==> src/design/lkvc_pkg.sv <==
`default_nettype none
package lkvc_pkg;

	localparam int KEY_W = 32;
	localparam int VAL_W = 32;
	localparam int CAP_W = 4;
	localparam logic [CAP_W-1:0] CAP_RESET = 4'd3;

	localparam logic OP_GET = 1'b0;
	localparam logic OP_SET = 1'b1;

	localparam int S_TDATA_W = KEY_W + VAL_W;
	localparam int M_TDATA_W = VAL_W + KEY_W;
	localparam int M_TUSER_W = 2;
	localparam int TU_HIT     = 0;
	localparam int TU_EVICTED = 1;

	typedef struct packed {
		logic load;
		logic cmp;
		logic rd;
		logic upd;
	} cmd_t;

endpackage
`default_nettype wire

==> src/design/lkvc_ctrl.sv <==
`default_nettype none
module lkvc_ctrl (
	input  wire logic          clk,
	input  wire logic          arst_n,
	input  wire logic          s_tvalid,
	output logic               s_tready,
	output logic               m_tvalid,
	input  wire logic          m_tready,
	output lkvc_pkg::cmd_t     cmd
);

	localparam logic [1:0] ST_IDLE = 2'd0;
	localparam logic [1:0] ST_CMP  = 2'd1;
	localparam logic [1:0] ST_RD   = 2'd2;
	localparam logic [1:0] ST_UPD  = 2'd3;

	logic [1:0] state_q;
	logic [1:0] state_nxt;
	logic       m_tvalid_q;

	always_comb begin
		cmd       = '0;
		state_nxt = state_q;
		case (state_q)
			ST_IDLE: begin
				if (s_tvalid) begin
					cmd.load  = 1'b1;
					state_nxt = ST_CMP;
				end
			end
			ST_CMP: begin
				cmd.cmp   = 1'b1;
				state_nxt = ST_RD;
			end
			ST_RD: begin
				cmd.rd    = 1'b1;
				state_nxt = ST_UPD;
			end
			ST_UPD: begin
				if (!m_tvalid_q || m_tready) begin
					cmd.upd   = 1'b1;
					state_nxt = ST_IDLE;
				end
			end
			default: begin
				state_nxt = ST_IDLE;
			end
		endcase
	end

	always_ff @(posedge clk or negedge arst_n) begin
		if (!arst_n) begin
			state_q    <= ST_IDLE;
			m_tvalid_q <= 1'b0;
		end else begin
			state_q <= state_nxt;
			if (cmd.upd) begin
				m_tvalid_q <= 1'b1;
			end else if (m_tready) begin
				m_tvalid_q <= 1'b0;
			end
		end
	end

	assign s_tready = (state_q == ST_IDLE);
	assign m_tvalid = m_tvalid_q;

endmodule
`default_nettype wire

==> src/design/lkvc_dpath.sv <==
`default_nettype none
module lkvc_dpath #(
	parameter int ENTRIES  = 8,
	parameter int KEY_BITS = 32
) (
	input  wire logic                              clk,
	input  wire logic                              arst_n,
	input  wire lkvc_pkg::cmd_t                    cmd,
	input  wire logic                              cfg_valid,
	input  wire logic [lkvc_pkg::CAP_W-1:0]        cfg_data,
	input  wire logic [lkvc_pkg::S_TDATA_W-1:0]    s_tdata,
	input  wire logic                              s_tuser,
	output logic      [lkvc_pkg::M_TDATA_W-1:0]    m_tdata,
	output logic      [lkvc_pkg::M_TUSER_W-1:0]    m_tuser
);

	localparam int IW = $clog2(ENTRIES);
	localparam int OW = $clog2(ENTRIES + 1);
	localparam int KW = lkvc_pkg::KEY_W;
	localparam int VW = lkvc_pkg::VAL_W;
	localparam int M_TDATA_WL = lkvc_pkg::M_TDATA_W;

	logic                  req_op_q;
	logic [KEY_BITS-1:0]   req_tag_q;
	logic [VW-1:0]         req_val_q;
	logic [63:0]           key_ext;
	logic [63:0]           tag_ext;
	logic [KW-1:0]         req_key;

	logic [KEY_BITS-1:0]   tag_q [ENTRIES];
	logic [ENTRIES-1:0]    vld_q;
	logic [IW-1:0]         rank_q [ENTRIES];
	logic [OW-1:0]         occ_q;
	logic [lkvc_pkg::CAP_W-1:0] cap_q;
	logic [OW-1:0]         eff_cap;

	logic [KW+VW-1:0]      ent_mem [ENTRIES];
	logic [KW+VW-1:0]      rd_word_q;

	logic [ENTRIES-1:0]    hit_vec_c;
	logic [ENTRIES-1:0]    vic_vec_c;
	logic [ENTRIES-1:0]    hit_vec_s1;
	logic [ENTRIES-1:0]    vic_vec_s1;
	logic                  full_s1;

	logic                  hit_c;
	logic                  evict_c;
	logic [IW-1:0]         hit_idx_c;
	logic [IW-1:0]         vic_idx_c;
	logic [IW-1:0]         hit_rank_c;
	logic [ENTRIES-1:0]    free_vec_c;
	logic [ENTRIES-1:0]    free_oh_c;
	logic [IW-1:0]         free_idx_c;

	logic                  hit_s2;
	logic                  evict_s2;
	logic [IW-1:0]         hit_idx_s2;
	logic [IW-1:0]         hit_rank_s2;
	logic [ENTRIES-1:0]    free_oh_s2;
	logic [IW-1:0]         free_idx_s2;

	logic [M_TDATA_WL-1:0] out_tdata_q;
	logic [lkvc_pkg::M_TUSER_W-1:0] out_tuser_q;
	logic [VW-1:0]         rd_val;
	logic [KW-1:0]         ev_key;

	assign key_ext = 64'(s_tdata[KW-1:0]);
	assign tag_ext = 64'(req_tag_q);
	assign req_key = tag_ext[KW-1:0];

	always_ff @(posedge clk) begin
		if (cmd.load) begin
			req_op_q  <= s_tuser;
			req_tag_q <= key_ext[KEY_BITS-1:0];
			req_val_q <= s_tdata[KW+VW-1:KW];
		end
	end

	always_ff @(posedge clk or negedge arst_n) begin
		if (!arst_n) begin
			cap_q <= lkvc_pkg::CAP_RESET;
		end else if (cfg_valid) begin
			cap_q <= cfg_data;
		end
	end

	always_comb begin
		if (cap_q == '0) begin
			eff_cap = OW'(1);
		end else if (32'(cap_q) > 32'(ENTRIES)) begin
			eff_cap = OW'(ENTRIES);
		end else begin
			eff_cap = OW'(cap_q);
		end
	end

	always_comb begin
		for (int i = 0; i < ENTRIES; i++) begin
			hit_vec_c[i] = vld_q[i] && (tag_q[i] == req_tag_q);
			vic_vec_c[i] = vld_q[i] && (OW'(rank_q[i]) == occ_q - OW'(1));
		end
	end

	always_ff @(posedge clk) begin
		if (cmd.cmp) begin
			hit_vec_s1 <= hit_vec_c;
			vic_vec_s1 <= vic_vec_c;
			full_s1    <= (occ_q >= eff_cap);
		end
	end

	always_comb begin
		hit_idx_c  = '0;
		vic_idx_c  = '0;
		hit_rank_c = '0;
		free_idx_c = '0;
		hit_c      = |hit_vec_s1;
		evict_c    = !hit_c && (req_op_q == lkvc_pkg::OP_SET) && full_s1;
		free_vec_c = ~(vld_q & ~(vic_vec_s1 & {ENTRIES{evict_c}}));
		free_oh_c  = free_vec_c & (~free_vec_c + ENTRIES'(1));
		for (int i = 0; i < ENTRIES; i++) begin
			if (hit_vec_s1[i]) begin
				hit_idx_c  = hit_idx_c | IW'(i);
				hit_rank_c = hit_rank_c | rank_q[i];
			end
			if (vic_vec_s1[i]) begin
				vic_idx_c = vic_idx_c | IW'(i);
			end
			if (free_oh_c[i]) begin
				free_idx_c = free_idx_c | IW'(i);
			end
		end
	end

	always_ff @(posedge clk) begin
		if (cmd.rd) begin
			hit_s2      <= hit_c;
			evict_s2    <= evict_c;
			hit_idx_s2  <= hit_idx_c;
			hit_rank_s2 <= hit_rank_c;
			free_oh_s2  <= free_oh_c;
			free_idx_s2 <= free_idx_c;
		end
	end

	always_ff @(posedge clk) begin
		if (cmd.rd) begin
			rd_word_q <= ent_mem[hit_c ? hit_idx_c : vic_idx_c];
		end
		if (cmd.upd && (req_op_q == lkvc_pkg::OP_SET)) begin
			ent_mem[hit_s2 ? hit_idx_s2 : free_idx_s2] <= {req_val_q, req_key};
		end
	end

	always_ff @(posedge clk) begin
		for (int i = 0; i < ENTRIES; i++) begin
			if (cmd.upd && !hit_s2 && (req_op_q == lkvc_pkg::OP_SET) && free_oh_s2[i]) begin
				tag_q[i] <= req_tag_q;
			end
		end
	end

	always_ff @(posedge clk or negedge arst_n) begin
		if (!arst_n) begin
			vld_q <= '0;
			occ_q <= '0;
			for (int i = 0; i < ENTRIES; i++) begin
				rank_q[i] <= '0;
			end
		end else if (cmd.upd) begin
			if (hit_s2) begin
				for (int i = 0; i < ENTRIES; i++) begin
					if (hit_vec_s1[i]) begin
						rank_q[i] <= '0;
					end else if (vld_q[i] && (rank_q[i] < hit_rank_s2)) begin
						rank_q[i] <= rank_q[i] + IW'(1);
					end
				end
			end else if (req_op_q == lkvc_pkg::OP_SET) begin
				for (int i = 0; i < ENTRIES; i++) begin
					if (free_oh_s2[i]) begin
						vld_q[i]  <= 1'b1;
						rank_q[i] <= '0;
					end else if (evict_s2 && vic_vec_s1[i]) begin
						vld_q[i]  <= 1'b0;
						rank_q[i] <= '0;
					end else if (vld_q[i]) begin
						rank_q[i] <= rank_q[i] + IW'(1);
					end
				end
				if (!evict_s2) begin
					occ_q <= occ_q + OW'(1);
				end
			end
		end
	end

	assign rd_val = (hit_s2 && (req_op_q == lkvc_pkg::OP_GET)) ? rd_word_q[KW+VW-1:KW] : '0;
	assign ev_key = evict_s2 ? rd_word_q[KW-1:0] : '0;

	always_ff @(posedge clk) begin
		if (cmd.upd) begin
			out_tdata_q                       <= {ev_key, rd_val};
			out_tuser_q[lkvc_pkg::TU_HIT]     <= hit_s2;
			out_tuser_q[lkvc_pkg::TU_EVICTED] <= evict_s2;
		end
	end

	assign m_tdata = out_tdata_q;
	assign m_tuser = out_tuser_q;

endmodule
`default_nettype wire

==> src/design/lru_key_value_cache_core.sv <==
// Key-value cache with least-recently-used replacement.
// Slave stream: one get (tuser 0) or set (tuser 1) request per transfer;
//   tdata carries the key in the low word and the set value in the high word.
// Master stream: one result per request; tuser bit 0 is hit, bit 1 is evicted;
//   tdata carries the read value in the low word and the evicted key above it.
// Configuration: cfg_data is the capacity, taken on any cycle with cfg_valid;
//   write it only while no request is in flight.
// Steps: after the request transfer the result passes through tag compare,
//   state lookup with the entry read, and update and result load.
// Flow: the controller walks one request at a time through compare, read
//   and update; a new request is taken only once the last has updated.
// A finished result waits in the output register while the next request is
//   taken; if the receiver stalls, the next request holds in its update step.
// Reset clears all valid marks, the ranks and the fill count, sets capacity
//   to three and leaves both streams empty; no clearing pass is needed.
`default_nettype none
module lru_key_value_cache_core #(
	parameter int ENTRIES  = 8,
	parameter int KEY_BITS = 32
) (
	input  wire logic                              clk,
	input  wire logic                              arst_n,
	input  wire logic                              cfg_valid,
	output logic                                   cfg_ready,
	input  wire logic [lkvc_pkg::CAP_W-1:0]        cfg_data,
	input  wire logic                              s_tvalid,
	output logic                                   s_tready,
	input  wire logic [lkvc_pkg::S_TDATA_W-1:0]    s_tdata,   // key, value
	input  wire logic                              s_tuser,   // operation
	output logic                                   m_tvalid,
	input  wire logic                              m_tready,
	output logic      [lkvc_pkg::M_TDATA_W-1:0]    m_tdata,   // read_value, evicted_key
	output logic      [lkvc_pkg::M_TUSER_W-1:0]    m_tuser    // hit, evicted
);

	lkvc_pkg::cmd_t cmd;

	assign cfg_ready = 1'b1;

	lkvc_ctrl u_ctrl (
		.clk      (clk),
		.arst_n   (arst_n),
		.s_tvalid (s_tvalid),
		.s_tready (s_tready),
		.m_tvalid (m_tvalid),
		.m_tready (m_tready),
		.cmd      (cmd)
	);

	lkvc_dpath #(
		.ENTRIES  (ENTRIES),
		.KEY_BITS (KEY_BITS)
	) u_dpath (
		.clk       (clk),
		.arst_n    (arst_n),
		.cmd       (cmd),
		.cfg_valid (cfg_valid),
		.cfg_data  (cfg_data),
		.s_tdata   (s_tdata),
		.s_tuser   (s_tuser),
		.m_tdata   (m_tdata),
		.m_tuser   (m_tuser)
	);

endmodule
`default_nettype wire

==> config.mk <==
export PLATFORM = sky130hd
export DESIGN_NAME = lru_key_value_cache_core
export DESIGN_NICKNAME = d
export VERILOG_FILES = /design/src/design/lkvc_pkg.sv /design/src/design/lkvc_ctrl.sv /design/src/design/lkvc_dpath.sv /design/src/design/lru_key_value_cache_core.sv
export SDC_FILE = /design/constraint.sdc
export NUM_CORES = 1
export LEC_CHECK = 0
export ABC_CLOCK_PERIOD_IN_PS = 8350
export BUFFER_PORTS_ARGS = -buffer_cell sky130_fd_sc_hd__buf_4
export CAP_MARGIN = 20
export CELL_PAD_IN_SITES_DETAIL_PLACEMENT = 1
export CELL_PAD_IN_SITES_GLOBAL_PLACEMENT = 2
export CORE_ASPECT_RATIO = 2
export CORE_UTILIZATION = 46
export DETAILED_ROUTE_END_ITERATION = 8
export PLACE_DENSITY = 0.77
export SYNTH_ARGS = -nofsm -noshare
export SYNTH_HDL_FRONTEND = slang
export SYNTH_SLANG_ARGS = --single-unit
==> constraint.sdc <==
create_clock -name clk -period 8.35 [get_ports clk]
set_input_delay 0.835 -clock clk [delete_from_list [all_inputs] [get_ports clk]]
set_output_delay 0.835 -clock clk [all_outputs]
set_load 0.05 [all_outputs]
Yosys cells after proc, flatten, opt, wreduce, memory -nomap -nowiden
Memory sizes are Yosys's and may differ from the RTL's. A register that Yosys moved wholly into a read port is not among the register bits.
Cells that the tools add are included.
{ "totals": {"input_bits": 74, "out_inout_bits": 69, "mem_bits_rw": 768, "word_cells": 313, "reg_bits": 210, "memories": 2} }
{ "classes": {"n_lt_le_gt_ge": 10, "eq_ne": 29, "muxes": 117, "n_bitwise": 16, "n_reduce_logical": 91, "addsub": 11} }
{ "mem_list": {"columns": ["name", "depth", "word_bits", "rd", "rd_clocked_by_memory_dff", "write_ports", "line", "rtl"], "rows": [
  ["u_dpath.ent_mem", 8, 64, 1, 1, 1, "lkvc_dpath.sv:37", "logic [KW+VW-1:0] ent_mem [ENTRIES];"],
  ["u_dpath.tag_q", 8, 32, 8, 0, 8, "lkvc_dpath.sv:30", "logic [KEY_BITS-1:0] tag_q [ENTRIES];"]
]} }
{ "ops": {"columns": ["cell", "count"], "rows": [
  ["$eq 32x32->1", 8],
  ["$mux 3", 58],
  ["$reduce_and 4->1", 17],
  ["$mux 24", 2],
  ["$logic_and 1x1->1", 46],
  ["$mux 1", 46],
  ["$eq 3x4->1", 8],
  ["$reduce_bool 4->1", 8],
  ["$add 3x1->3 const B", 8],
  ["$and 8x8->8", 3],
  ["$lt 3x3->1", 8],
  ["$ne 3x2->1 const B", 8],
  ["$not 8->8", 3],
  ["$or 3x3->3", 7],
  ["$reduce_bool 2->1", 10],
  ["$mux 2", 8],
  ["$add 8x1->8 const B", 1],
  ["$mux 4", 2],
  ["$pmux 2 s4", 1],
  ["$reduce_or 8->1", 1],
  ["$add 4x1->4 const B", 1],
  ["$eq 2x2->1 const B", 2],
  ["$ge 4x4->1", 1],
  ["$gt 4x4->1 const B", 1],
  ["other kinds (12)", 16]
]} }

Logic depth before layout (Yosys ltp)
{ "logic_depth": {"word_depth": 15, "mapped_depth": 9, "ltp_nobuf": 9} }

Hierarchy
From an unflattened synthesis, not the netlist that was laid out.
{ "unflattened": {"hier_cells": 2683, "area_unflattened_um2": 41300.9} }
{ "by_module_without_submodules": {"columns": ["mod", "instances", "seq_area_each_um2", "cells_each", "area_per_inst_um2"], "rows": [
  ["lkvc_dpath", 1, 31002.2, 2663, 41084.4],
  ["lkvc_ctrl", 1, 75.1, 18, 205.2],
  ["lru_key_value_cache_core", 1, 0.0, 2, 11.3]
]} }

Worst setup path after synthesis
No wires, ideal clock.
{ "synth_path": {"path_kind": "input to register", "start": "input port m_tready", "end": "memory u_dpath.ent_mem[4][0] (netlist bit), enable pin", "t_arrival_ps": 5783, "slack_ps": 2081, "required_time_ps": 7864, "path_stages": 4, "path_buffers": 0, "cell_sequence": "nand2b_1 -> and2_1 -> nand3_1 -> nor2_1"} }
{ "synth_lines": {"columns": ["element", "line", "rtl"], "rows": [
  ["from (decl)", "lru_key_value_cache_core.sv:31", "input wire logic m_tready,"],
  ["to (decl)", "lkvc_dpath.sv:37", null]
]} }

Worst setup path in the final report
{ "layout_path": {"start": "register u_dpath.hit_vec_s1[3]", "end": "register u_dpath.rd_word_q[37], read port of u_dpath.ent_mem (data pin)"} }
{ "layout_via": {"elab_chain_len": 6} }
{ "layout_lines": {"columns": ["element", "line", "rtl"], "rows": [
  ["from (decl)", "lkvc_dpath.sv:42", "logic [ENTRIES-1:0] hit_vec_s1;"],
  ["from (signal assigned)", "lkvc_dpath.sv:106", "hit_vec_s1 <= hit_vec_c;"],
  ["$mux 2", "lkvc_dpath.sv:122", "if (hit_vec_s1[i]) begin"],
  ["$mux 3 (4 in series)", "lkvc_dpath.sv:122", null],
  ["$mux 3 *", "lkvc_dpath.sv:148", "rd_word_q <= ent_mem[hit_c ? hit_idx_c : vic_idx_c];"],
  ["to (decl)", "lkvc_dpath.sv:38", "logic [KW+VW-1:0] rd_word_q;"]
]} }
Mark *: on every way between the ends. The rest lies on a longest branch, timed or not.
A chain may end at the register's enable or synchronous reset.

==> summary.txt <==
Max Fclk - 0.204 GHz
Worst Setup Slack, final - 3.45 ns
Worst Skew - 0.0256 ns
R2R cell count - 6
Post-route ant nets - 0
# fillers - 8279
Antenna violations before repair - 1
Startpoint Class - register
Most frequent cell after synthesis - edfxtp_1
CP Capture Type - register
Max Slew Vio Count - 0
Tcrit/Tclk final - 0.587
Final count of hold timing violations - 0
Worst-Margin Slew - 1.09 ns
Multi-input logic area - 9800 µm²
Max-cap violations - 0
Hold WC Path Type - input port to asynchronous set/reset pin
DRC viols - 0
FF+latch count, synth - 1042
Diodes inserted - 0
Synth warnings - 0
Via Count - 23500
Asr flop ratio synth - 0.0413
Clk_lat worst skew - 0.69 ns
Critical Path End - u_dpath.rd_word_q[37]
Cts bufs inserted - 90
Port Buffers - 141
H-tree depth - 3
RSZ-0062 raised after global routing - no
Top post-synthesis cells by count - edfxtp_1 (999), and3_1 (257), a211oi_1 (256)
# IOs - 143
Core ar. - 89400 µm²
Reg2reg end - u_dpath.rd_word_q[37]
Die ar. - 91600 µm²
TritonRoute pass-1 iters - 5
FF-to-FF Start - u_dpath.hit_vec_s1[3]
Critical path class - register to register
Global-route wire length before repair - 166000 µm
Leakage power - 15.6 nW
Avg Cell Area, Syn - 16.1 µm²
Postcts setup bufs - 0
RD Place Congestion - 0.846
Synth top area share - 0.722
Die H - 427 µm
Vias in the first global route - 26300
Die Wd - 214 µm
Area added between synthesis and finish - 13.5%
Ys flop type - edfxtp_1
Post-CTS sizing - 0
DR WL/cell - 27.9 µm
Largest cells by area after synthesis - edfxtp_1 (72%), a211oi_1 (4.6%), xnor2_1 (4.6%)
Period minus WS final - 4.90 ns
CP arrival - 5.37 ns
CTS tree - built
Worst endpoint required time - 8.81 ns
CP max FO - 114
Setup WS pre-CTS - 3.55 ns
CTS Hold Bufs - 0
Critical path launch point - u_dpath.hit_vec_s1[3]
CTS Sinks - 1042
Layout cells sized above 1 - 0.139
CTS root buf - clkbuf_16
GRT overflow - 0
Pwr dens - 302 nW/µm²
Flip-flop and latch area - 31100 µm²
Total length of routed wires - 111000 µm
Pin count of the biggest net entering global routing - 141
DP HPWL - 65000 µm
Syn Std Cell Area - 41500 µm²
Sequential share of the synthesized area - 0.748
Final nets - 2832
Rows - 155
Net count after synthesis - 2693
CTS clk-pin slew, worst paths - 0.07 ns
CTS Buffer Depth - 3
Global Route Usage Sum - 0.245
Post-synthesis cell type count - 54
1st-iter DRT viols - 1414
Setup TNS - 0 ns
Run status - completed
Number of flops mapped to enable cells by yosys - 999
Final setup violation count - 0
R2R Setup Slk - 3.45 ns
Post-synth top area cell - edfxtp_1
Peak VDD IR - 0.197 mV
Post-Syn Instances - 2585
Initial Utilization - 0.465
Relative slew slack - 0.267
Via density - 5.92
-- logic make-up after synthesis --
group                      share of synthesized area
adders and majority gates                     0.0102
xor gates and xnor gates                      0.0601
AOI/OAI and AO/OA                             0.0686
and+or+nand+nor                               0.0905
buffers and inverters                         0.0190
muxes                                        0.00322
DFF                                            0.748
other                                      0.0000903
-- flip-flops by register name (all words and copies together) (netlist names), 4 cells and up --
register,count
u_dpath.vld_q,8
u_dpath.rd_word_q,64
u_dpath.req_val_q,32
u_dpath.ent_mem,512
u_dpath.cap_q,4
u_dpath.m_tdata,64
u_dpath.hit_vec_s1,8
u_dpath.vic_vec_s1,8
u_dpath.occ_q,4
u_dpath.req_key,32
u_dpath.tag_q,256
u_dpath.free_oh_s2,8
u_dpath.rank_q,24
-- final cells by class --
class,count,share of cell area
clock buffers,111,0.0512
repair buffers,211,0.0340
inverters,28,0.00223
clock inverters,57,0.0142
flip-flops and latches,1042,0.659
well taps,1177,0.0312
multi-input cells,1351,0.208
-- power breakdown --
| group | switching [mW] | internal (mW) |
|---|---|---|
| registers | 0.429 | 6.56 |
| logic | 1.99 | 0.874 |
| clock network | 1.93 | 2.48 |
-- metal layers --
metal | vias up | share of wire | GRT usage
met4 | 0 | 0.042 | 0.117
met2 | 574 | 0.55 | 0.465
met1 | 12400 | 0.37 | 0.271
met3 | 213 | 0.032 | 0.0261
li1 | 10400 | - | -
met5 | - | 0 | 0
-- worst min path at each step --
stage,from,end,depth (start not counted)
2_1_floorplan,u_dpath.hit_s2,u_dpath.m_tuser[0],0
3_3_place_gp,u_dpath.rd_word_q[45],u_dpath.m_tdata[13],1
3_5_place_dp,u_dpath.rd_word_q[45],u_dpath.m_tdata[13],1
4_1_cts,arst_n,u_dpath.rank_q[22],1
5_1_grt,arst_n,u_dpath.rank_q[21],1
6_report,arst_n,u_dpath.rank_q[21],1
-- cell usage in the layout (no fill, tap or decap), drive strengths merged, types with 3 or more instances in the layout --
cell type  netlist  routed
clkinvlp         0       9
dfrtp           41      41
a211o            3       3
nand2b          12      12
clkbuf         121     111
and3           257     257
a21boi           9       9
ha              34      34
xor2            68      68
nor3            17      17
nand3           20      20
o21ai           32      32
a21o            19      19
nor2            19      19
a22oi           12      12
inv             28      30
or3              3       3
xnor2          217     217
buf             43     211
nand4           56      56
mux2            11      11
nand2           44      44
a211oi         256     256
a21oi           30      30
and2            76      76
bufinv           0      13
nor4            97      97
o211ai          10      10
a22o             8       8
clkinv           0      33
nor2b            3       3
or4             12      12
o21a             7       7
edfxtp         999     999
-- per-stage QoR --
stage	total power, mW	util	hold slack [ns]	instance area [µm²]	instances
final	14.3	0.527	0.153	47100	3977
after global routing	14.8	0.527	0.183	47100	3977
after CTS	14.4	0.527	0.136	47100	3976
after detailed placement	9.99	0.493	0.509	44000	3808
after global placement	9.85	0.492	0.504	44000	3807
after floorplan	8.79	-	0.472	41500	2585
-- worst max-delay path, stage by stage, from the launching register on --
cell	delay [ns]
edfxtp_1	0.52
nor4_2	0.79
nand3_4	0.92
nand2_8	0.96
buf_4	0.75
a211oi_1	0.19
nor4_1	0.40
(Power assumes the default switching activity.)
